## config.mk

```make
export PLATFORM = sky130hd
export DESIGN_NAME = imu_packet_framer_crc_check
export DESIGN_NICKNAME = d
export VERILOG_FILES = /design/src/rtl/core/ipfc_pkg.sv /design/src/rtl/core/imu_packet_framer_crc_check.sv /design/src/rtl/core/ipfc_front.sv /design/src/rtl/core/ipfc_queue.sv /design/src/rtl/core/ipfc_back.sv
export SDC_FILE = /design/constraint.sdc
export NUM_CORES = 1
export LEC_CHECK = 0
export ABC_AREA = 0
export BUFFER_PORTS_ARGS = -buffer_cell sky130_fd_sc_hd__buf_4
export CORE_MARGIN = 2
export CORE_UTILIZATION = 45
export DETAILED_ROUTE_END_ITERATION = 10
export GPL_ROUTABILITY_DRIVEN = 0
export PLACE_DENSITY_LB_ADDON = 0.08
export SLEW_MARGIN = 40
export SYNTH_ARGS = -nofsm -noshare
export SYNTH_HDL_FRONTEND = slang
export SYNTH_SLANG_ARGS = --single-unit
export TNS_END_PERCENT = 1
```

## constraint.sdc

```tcl
create_clock -name clk_i -period 21.1 [get_ports clk_i]
set_clock_uncertainty 0.2 [all_clocks]
set_input_delay 4.22 -clock clk_i [delete_from_list [all_inputs] [get_ports clk_i]]
set_output_delay 4.22 -clock clk_i [all_outputs]
set_load 0.01 [all_outputs]
```

## src/rtl/core/ipfc_pkg.sv

```systemverilog
// Shared types, constants and the bytewise CRC-32 step of the packet framer.
package ipfc_pkg;

  localparam int unsigned POS_W = 6;
  localparam int unsigned QUEUE_DEPTH = 2;

  localparam logic [31:0] CRC_POLY = 32'h04C1_1DB7;
  localparam logic [31:0] CRC_INIT = 32'hFFFF_FFFF;
  localparam logic [31:0] START_RESET = 32'hFE81_FF55;

  localparam logic [POS_W-1:0] HDR_BYTES = POS_W'(4);
  localparam logic [POS_W-1:0] WORDS_END = POS_W'(32);
  localparam logic [POS_W-1:0] STATUS_POS = POS_W'(32);
  localparam logic [POS_W-1:0] SEQ_POS = POS_W'(33);
  localparam int unsigned NUM_WORDS = 7;

  // One received byte and its place in the packet, sent from front to back.
  typedef struct packed {
    logic [7:0]       data;
    logic [POS_W-1:0] pos;
  } tok_t;

  typedef struct packed {
    logic [31:0] gyro_x;
    logic [31:0] gyro_y;
    logic [31:0] gyro_z;
    logic [31:0] accel_x;
    logic [31:0] accel_y;
    logic [31:0] accel_z;
    logic [31:0] aux_word;
    logic [1:0]  aux_kind;
    logic [5:0]  status_bits;
    logic [7:0]  sequence_res;
    logic        crc_ok;
  } res_t;

  // MSB-first CRC-32 update with one byte.
  function automatic logic [31:0] crc_byte(input logic [31:0] crc, input logic [7:0] b);
    logic [31:0] c;
    c = crc ^ {b, 24'h0};
    for (int k = 0; k < 8; k++) begin
      if (c[31]) begin
        c = {c[30:0], 1'b0} ^ CRC_POLY;
      end else begin
        c = {c[30:0], 1'b0};
      end
    end
    return c;
  endfunction

endpackage

```

## src/rtl/core/imu_packet_framer_crc_check.sv

```systemverilog
// Top level of the IMU packet framer with CRC-32 check.
//
//  channel    direction  request                     payload
//  s_axis     in         one received byte           tdata[7:0] rx_byte
//  m_axis     out        one decoded packet          tdata: sensor words, status, sequence
//                                                    tuser: aux_kind, crc_ok
//  cfg        in         start word write            cfg_wdata_i, taken when cfg_we_i
//
// The block takes one byte every cycle while the queue has room; bytes flow through a two-entry queue.
// The back end runs the CRC update at one byte per cycle while it is not stalled, and that sets the rate.
// The last byte of a packet passes through the queue, and its result is then written to the result register.
// Reset restores the start word to FE81FF55 and restarts the hunt.
// Either side may stall; the queue and the result register let the other keep going.
module imu_packet_framer_crc_check #(
  parameter int unsigned PACKET_BYTES = 38
) (
  input  logic         clk_i,
  input  logic         rst_ni,
  // Start word, first expected byte in the top eight bits.
  input  logic         cfg_we_i,
  input  logic [31:0]  cfg_wdata_i,
  input  logic         s_axis_tvalid,
  output logic         s_axis_tready,
  // [7:0] rx_byte
  input  logic [7:0]   s_axis_tdata,
  output logic         m_axis_tvalid,
  input  logic         m_axis_tready,
  // [31:0] gyro_x, [63:32] gyro_y, [95:64] gyro_z, [127:96] accel_x,
  // [159:128] accel_y, [191:160] accel_z, [223:192] aux_word,
  // [229:224] status_bits, [237:230] sequence_res, [239:238] zero
  output logic [239:0] m_axis_tdata,
  // [1:0] aux_kind, [2] crc_ok
  output logic [2:0]   m_axis_tuser
);
  import ipfc_pkg::*;

  tok_t fr_tok, bk_tok;
  logic fr_valid, q_not_full, q_valid, bk_ready;
  res_t res;

  // The front end sorts each byte into header or body and tags its position.
  ipfc_front #(.PACKET_BYTES(PACKET_BYTES)) u_front (
    .clk_i       (clk_i),
    .rst_ni      (rst_ni),
    .cfg_we_i    (cfg_we_i),
    .cfg_wdata_i (cfg_wdata_i),
    .in_valid_i  (s_axis_tvalid),
    .in_ready_o  (s_axis_tready),
    .in_data_i   (s_axis_tdata),
    .tok_valid_o (fr_valid),
    .tok_ready_i (q_not_full),
    .tok_o       (fr_tok)
  );

  ipfc_queue u_queue (
    .clk_i       (clk_i),
    .rst_ni      (rst_ni),
    .push_i      (fr_valid),
    .not_full_o  (q_not_full),
    .push_data_i (fr_tok),
    .valid_o     (q_valid),
    .pop_i       (bk_ready),
    .pop_data_o  (bk_tok)
  );

  // The back end runs the CRC, captures the fields and holds the finished result.
  ipfc_back #(.PACKET_BYTES(PACKET_BYTES)) u_back (
    .clk_i       (clk_i),
    .rst_ni      (rst_ni),
    .tok_valid_i (q_valid),
    .tok_ready_o (bk_ready),
    .tok_i       (bk_tok),
    .res_valid_o (m_axis_tvalid),
    .res_ready_i (m_axis_tready),
    .res_o       (res)
  );

  assign m_axis_tdata = {2'b00, res.sequence_res, res.status_bits, res.aux_word,
                         res.accel_z, res.accel_y, res.accel_x,
                         res.gyro_z, res.gyro_y, res.gyro_x};
  assign m_axis_tuser = {res.crc_ok, res.aux_kind};

endmodule

```

## src/rtl/core/ipfc_front.sv

```systemverilog
// Front end: start word hunt and byte position tracking.
module ipfc_front #(
  parameter int unsigned PACKET_BYTES = 38
) (
  input  logic                clk_i,
  input  logic                rst_ni,
  input  logic                cfg_we_i,
  input  logic [31:0]         cfg_wdata_i,
  input  logic                in_valid_i,
  output logic                in_ready_o,
  input  logic [7:0]          in_data_i,
  output logic                tok_valid_o,
  input  logic                tok_ready_i,
  output ipfc_pkg::tok_t      tok_o
);
  import ipfc_pkg::*;

  localparam logic [POS_W-1:0] LastPos = POS_W'(PACKET_BYTES - 1);

  logic [31:0]      start_word_q;
  logic [POS_W-1:0] pos_q, pos_d;
  logic [7:0]       want;
  logic             collecting, match, accept;

  always_comb begin
    case (pos_q[1:0])
      2'd0:    want = start_word_q[31:24];
      2'd1:    want = start_word_q[23:16];
      2'd2:    want = start_word_q[15:8];
      default: want = start_word_q[7:0];
    endcase
  end

  assign collecting = (pos_q >= HDR_BYTES);
  assign match      = (in_data_i == want);
  assign in_ready_o = tok_ready_i;
  assign accept     = in_valid_i && in_ready_o;

  always_comb begin
    pos_d = pos_q;
    if (accept) begin
      if (collecting) begin
        pos_d = (pos_q == LastPos) ? '0 : pos_q + POS_W'(1);
      end else begin
        // A mismatching header byte is dropped and the hunt restarts.
        pos_d = match ? pos_q + POS_W'(1) : '0;
      end
    end
  end

  assign tok_valid_o = accept && (collecting || match);
  assign tok_o.data  = in_data_i;
  assign tok_o.pos   = pos_q;

  always_ff @(posedge clk_i or negedge rst_ni) begin
    if (!rst_ni) begin
      start_word_q <= START_RESET;
      pos_q        <= '0;
    end else begin
      if (cfg_we_i) begin
        start_word_q <= cfg_wdata_i;
      end
      pos_q <= pos_d;
    end
  end

endmodule

```

## src/rtl/core/ipfc_queue.sv

```systemverilog
// Small register FIFO between the front end and the back end.
module ipfc_queue (
  input  logic           clk_i,
  input  logic           rst_ni,
  input  logic           push_i,
  output logic           not_full_o,
  input  ipfc_pkg::tok_t push_data_i,
  output logic           valid_o,
  input  logic           pop_i,
  output ipfc_pkg::tok_t pop_data_o
);
  import ipfc_pkg::*;

  localparam int unsigned PtrW = (QUEUE_DEPTH > 1) ? $clog2(QUEUE_DEPTH) : 1;
  localparam int unsigned CntW = $clog2(QUEUE_DEPTH + 1);
  localparam logic [PtrW-1:0] LastPtr = PtrW'(QUEUE_DEPTH - 1);
  localparam logic [CntW-1:0] FullCnt = CntW'(QUEUE_DEPTH);

  tok_t            entry_q [QUEUE_DEPTH];
  logic [PtrW-1:0] wr_ptr_q, rd_ptr_q;
  logic [CntW-1:0] count_q, count_d;
  logic            do_push, do_pop;

  assign not_full_o = (count_q != FullCnt);
  assign valid_o    = (count_q != '0);
  assign pop_data_o = entry_q[rd_ptr_q];
  assign do_push    = push_i && not_full_o;
  assign do_pop     = pop_i && valid_o;

  always_comb begin
    count_d = count_q;
    if (do_push && !do_pop) begin
      count_d = count_q + CntW'(1);
    end else if (do_pop && !do_push) begin
      count_d = count_q - CntW'(1);
    end
  end

  always_ff @(posedge clk_i) begin
    if (do_push) begin
      entry_q[wr_ptr_q] <= push_data_i;
    end
  end

  always_ff @(posedge clk_i or negedge rst_ni) begin
    if (!rst_ni) begin
      wr_ptr_q <= '0;
      rd_ptr_q <= '0;
      count_q  <= '0;
    end else begin
      if (do_push) begin
        wr_ptr_q <= (wr_ptr_q == LastPtr) ? '0 : wr_ptr_q + PtrW'(1);
      end
      if (do_pop) begin
        rd_ptr_q <= (rd_ptr_q == LastPtr) ? '0 : rd_ptr_q + PtrW'(1);
      end
      count_q <= count_d;
    end
  end

  a_count_bound: assert property (@(posedge clk_i) disable iff (!rst_ni)
    count_q <= FullCnt)
    else $error("queue count above depth");

  a_push_never_lost: assert property (@(posedge clk_i) disable iff (!rst_ni)
    push_i |-> not_full_o)
    else $error("token pushed into a full queue");

  a_ptr_gap: assert property (@(posedge clk_i) disable iff (!rst_ni)
    (count_q == '0 || count_q == FullCnt) |-> (wr_ptr_q == rd_ptr_q))
    else $error("queue pointers disagree with count");

endmodule

```

## src/rtl/core/ipfc_back.sv

```systemverilog
// Back end: running CRC, field capture and the result register.
module ipfc_back #(
  parameter int unsigned PACKET_BYTES = 38
) (
  input  logic           clk_i,
  input  logic           rst_ni,
  input  logic           tok_valid_i,
  output logic           tok_ready_o,
  input  ipfc_pkg::tok_t tok_i,
  output logic           res_valid_o,
  input  logic           res_ready_i,
  output ipfc_pkg::res_t res_o
);
  import ipfc_pkg::*;

  localparam logic [POS_W-1:0] LastPos = POS_W'(PACKET_BYTES - 1);
  localparam logic [POS_W-1:0] CrcPos  = POS_W'(PACKET_BYTES - 4);

  logic [31:0]      words_q [NUM_WORDS];
  logic [7:0]       status_q, seq_q;
  logic [31:0]      sent_q, crc_q, crc_d, sent_full;
  logic [POS_W-1:0] pos_m4;
  logic [2:0]       widx;
  logic             is_last, pop, out_valid_q;
  res_t             res_q, res_d;

  assign is_last     = (tok_i.pos == LastPos);
  assign tok_ready_o = !is_last || !out_valid_q || res_ready_i;
  assign pop         = tok_valid_i && tok_ready_o;
  assign pos_m4      = tok_i.pos - HDR_BYTES;
  assign widx        = pos_m4[4:2];
  assign sent_full   = {sent_q[23:0], tok_i.data};

  always_comb begin
    crc_d = crc_q;
    if (tok_i.pos == '0) begin
      crc_d = crc_byte(CRC_INIT, tok_i.data);
    end else if (tok_i.pos < CrcPos) begin
      crc_d = crc_byte(crc_q, tok_i.data);
    end
  end

  always_comb begin
    res_d.gyro_x       = words_q[0];
    res_d.gyro_y       = words_q[1];
    res_d.gyro_z       = words_q[2];
    res_d.accel_x      = words_q[3];
    res_d.accel_y      = words_q[4];
    res_d.accel_z      = words_q[5];
    res_d.aux_word     = words_q[6];
    res_d.aux_kind     = seq_q[1:0];
    res_d.status_bits  = {status_q[6:4], status_q[2:0]};
    res_d.sequence_res = seq_q;
    res_d.crc_ok       = (sent_full == crc_q);
  end

  always_ff @(posedge clk_i) begin
    if (pop) begin
      if (tok_i.pos >= HDR_BYTES && tok_i.pos < WORDS_END) begin
        words_q[widx] <= {words_q[widx][23:0], tok_i.data};
      end
      if (tok_i.pos == STATUS_POS) begin
        status_q <= tok_i.data;
      end
      if (tok_i.pos == SEQ_POS) begin
        seq_q <= tok_i.data;
      end
      if (tok_i.pos >= CrcPos) begin
        sent_q <= sent_full;
      end
      if (is_last) begin
        res_q <= res_d;
      end
    end
  end

  always_ff @(posedge clk_i or negedge rst_ni) begin
    if (!rst_ni) begin
      crc_q       <= CRC_INIT;
      out_valid_q <= 1'b0;
    end else begin
      if (pop) begin
        crc_q <= crc_d;
      end
      if (pop && is_last) begin
        out_valid_q <= 1'b1;
      end else if (res_ready_i) begin
        out_valid_q <= 1'b0;
      end
    end
  end

  assign res_valid_o = out_valid_q;
  assign res_o       = res_q;

endmodule

```

==> metrics.md <==
| Metric | Value |
|---|---|
| Status | `finished, final reports clean` |
| FF+latch area | `0.0185 mm^2` |
| Hold EP | `u_back.res_o[11]$_DFFE_PP_` |
| Slowest cell on crit path | `buf_6` |
| CTS Hold Buffers Added | `0` |
| HP Start | `u_back.status_q[2]$_DFFE_PP_` |
| Synth Instances | `1,386` |
| Final setup TNS | `0 ns` |
| Vias in the first global route | `12,800` |
| Asr flop ratio synth | `11.9%` |
| Total CTS buffers | `61` |
| Critical path startpoint category | `input pin` |
| Layout cells sized above 1 | `29.9%` |
| WL met3 | `3.24 mm` |
| First-pass DRT Iterations | `6` |
| Sequential-to-total area share from yosys stat | `78.5%` |
| Worst stage delay on the critical path | `0.66 ns` |
| RR Startpoint | `u_queue.rd_ptr_q$_DFFE_PN0P_` |
| Clock Pin Slew Worst Setup and Hold Paths | `0.06 ns` |
| WL met1 | `24.8 mm` |
| Pins Over Slew Limit | `0` |
| RSZ-0062 raised after global routing | `no` |
| Top sig layer | `met4` |
| Port Buf Inserts | `287` |
| Final net count | `1,759` |
| Cell total after placement | `2,322` |
| Multi-input gate area | `0.00491 mm^2` |
| Post-CTS Setup Bufs | `0` |
| FF-to-FF path depth | `9` |
| Min Clock Period, post-route | `6.10 ns` |
| Antenna violations before repair | `0` |
| # setup viols final | `0` |
| Placement row count | `83` |
| Core area | `0.0516 mm^2` |
| Number of synthesized register bits | `628` |
| Net Sw Frac | `31.6%` |
| Routed wire per std cell | `23.4 um` |
| Leakage power | `10.2 nW` |
| Global-route wire length before repair | `82.0 mm` |
| Final hold viol count | `0` |
| Critical Path RT | `21.16 ns` |
| Critical path class | `in2reg` |
| Worst slack, placed | `14.36 ns` |
| Total grt overflow | `0` |
| Clock Sinks | `628` |
| TritonCTS clock tree | `built` |
| Post-route ant nets | `0` |
| DR DRC count | `0` |
| Die area | `0.0544 mm^2` |
| Die height | `233 um` |
| Psw | `1.28 mW` |
| CTS root buf | `clkbuf_16` |
| Via/cell ratio | `5.25` |
| # diodes | `0` |
| Worst endpoint data arrival time | `6.16 ns` |
| R2R Setup Slk | `16.12 ns` |
| Gate power share | `29.6%` |
| Most used DFF post-synth | `edfxtp_1` |
| Die Wd | `233 um` |
| Max cap viols | `0` |
| Fmax achieved | `164 MHz` |
| Final wirelength | `57.0 mm` |
| Detailed Place HPWL | `36.7 mm` |
| GRT Util Overall | `20.8%` |
| Worst hold path type | `reg2reg` |
| Reg power frac | `43.7%` |
| Initial Util | `45.8%` |
| Synth-to-layout area growth | `21.8%` |
| Worst path bufs/invs | `2` |
| Later-pin clock latency in the skew report | `0.63 ns` |
| Non-filler cells, final | `2,438` |
| Critical-path cell list | `buf_4 > nor2b_1 > nand2_1 > o41ai_2 > nor4_1 > and2_4 > buf_6` |
| Number of synthesized flops with an enable pin | `553` |
| Post-synthesis cell area | `0.0236 mm^2` |
| Yosys warning total | `0` |
| Post-CTS resize count | `0` |
| Fin crit share | `28.9%` |
| Largest delay share family, worst path | `simple AND/OR/NAND/NOR gates` |
| Synth cell types | `52` |
| Final worst slack | `15.00 ns` |
| DR vias | `12,800` |
| Io pins | `290` |
| Met2 wire len | `27.4 mm` |
| Largest net degree at the start of global routing | `85` |
| Avg Synthesized Cell Area | `17.0 um^2` |
| Max Fanout on Critical Path | `84` |
| Filler cell count | `4,093` |
| Max-slew headroom | `44.2%` |
| Initial DRC Count | `991` |
| Crit end category | `flop` |
| Clock share of power | `26.7%` |
| Pwr dens | `141 mW/mm^2` |
| H-tree depth | `2` |
| CTS max path bufs | `3` |
| Hold Path Stages | `0` |
| Internal Pwr Total | `2.78 mW` |
| Reg2reg end | `u_back.words_q[4][5]$_DFFE_PP_` |
| Critical Path Stages | `7` |
| Maximum vdd drop | `0.196 mV` |
| Worst Tran Pin Value | `0.834 ns` |
## cells in the final DEF, fill, tap and decap left out, types with 11 or more instances in the layout
| cell | instances |
|---|---|
| nand2_1 | 160 |
| mux2i_1 | 26 |
| clkinv_1 | 19 |
| mux2_2 | 26 |
| nand3_1 | 15 |
| nor2_1 | 28 |
| xnor2_1 | 105 |
| dfrtp_1 | 22 |
| dfstp_2 | 53 |
| o21ai_0 | 64 |
| buf_4 | 309 |
| a21oi_1 | 43 |
| edfxtp_1 | 553 |
| a222oi_1 | 14 |
| clkbuf_1 | 11 |
| inv_1 | 19 |
| xor2_1 | 44 |
| clkbuf_16 | 62 |
## synth_stat cells, types with 8 or more instances
master    number  area [um^2]
edfxtp_1     553        16600
nand2_1      160          601
xnor2_1      107          937
o21ai_0       65          325
dfstp_2       53         1390
xor2_1        45          394
a21oi_1       43          215
clkbuf_1      41          154
nor2_1        36          135
mux2i_1       27          270
mux2_2        26          293
dfrtp_1       22          551
inv_1         19         71.3
nand3_1       15         75.1
a222oi_1      14          140
nor4_1        13         81.3
a221o_1       10          100
nor3_1        10         50.1
o211ai_1      10         75.1
a22oi_1        8         60.1
a31oi_1        8         50.1
buf_1          8         30.0
ha_1           8          100
o21ai_1        8         40.0
## power groups by stage
| stage | clock network (mW) | logic [mW] | registers [mW] |
|---|---|---|---|
| after floorplan | 0 | 0.919 | 1.75 |
| after global placement | 0 | 1.19 | 1.79 |
| after detailed placement | 0 | 1.21 | 1.80 |
| after CTS | 1.11 | 1.22 | 1.77 |
| after global routing | 1.16 | 1.34 | 1.79 |
| final | 1.08 | 1.20 | 1.77 |
## logic make-up after synthesis
group,after synthesis,synth area share [%]
AO/OA/AOI/OAI,181,4.84
XOR/XNOR,165,6.70
adder cells (fa/ha/maj),8,0.424
buffers and inverters,78,1.41
flip-flops,628,78.5
multiplexers,64,3.39
other,1,0.0159
AND/OR/NAND/NOR,261,4.71
## final cells by class
type,instances,area share (%)
clock buffer,76,5.68
clock inverter,39,1.35
inverter,21,0.274
multi-input combinational,681,17.0
sequential,628,64.4
tap,680,2.96
timing repair buffer,313,8.27
## flip-flops by register name, summed over array words and instances (netlist names)
register,flops
u_back.crc_q,32
u_back.seq_q,8
u_queue.rd_ptr_q,1
u_back.words_q,248
u_queue.entry_q,28
u_queue.count_q,2
u_queue.wr_ptr_q,1
u_back.res_valid_o,1
u_front.pos_q,6
m_axis_tdata,224
u_back.status_q,6
u_back.sent_q,24
u_back.res_o,15
u_front.start_word_q,32
## worst max path at each step
stage	startpoint	endpoint
6_report	m_axis_tready	m_axis_tdata[155]$_DFFE_PP_
5_1_grt	m_axis_tready	u_back.res_o[3]$_DFFE_PP_
4_1_cts	m_axis_tready	m_axis_tdata[103]$_DFFE_PP_
3_5_place_dp	m_axis_tready	m_axis_tdata[159]$_DFFE_PP_
3_3_place_gp	m_axis_tready	m_axis_tdata[191]$_DFFE_PP_
2_1_floorplan	m_axis_tready	u_back.res_valid_o$_DFFE_PN0P_
## metal layers
metal	vias to the layer above	track usage, %
li1	5810	-
met3	92	3.32
met1	6509	28.8
met4	0	7.17
met5	-	0
met2	383	33.5
## metrics by stage
step	util, %	cell area [um^2]	hold slack, ns	total power [mW]
after global placement	51.7	26700	0.200	2.98
after CTS	55.7	28800	0.196	4.10
final	55.8	28800	0.189	4.06
after floorplan	-	23600	0.200	2.67
after detailed placement	51.8	26700	0.205	3.01
after global routing	55.8	28800	0.206	4.28
No activity file was read; power rests on OpenSTA's default activity.
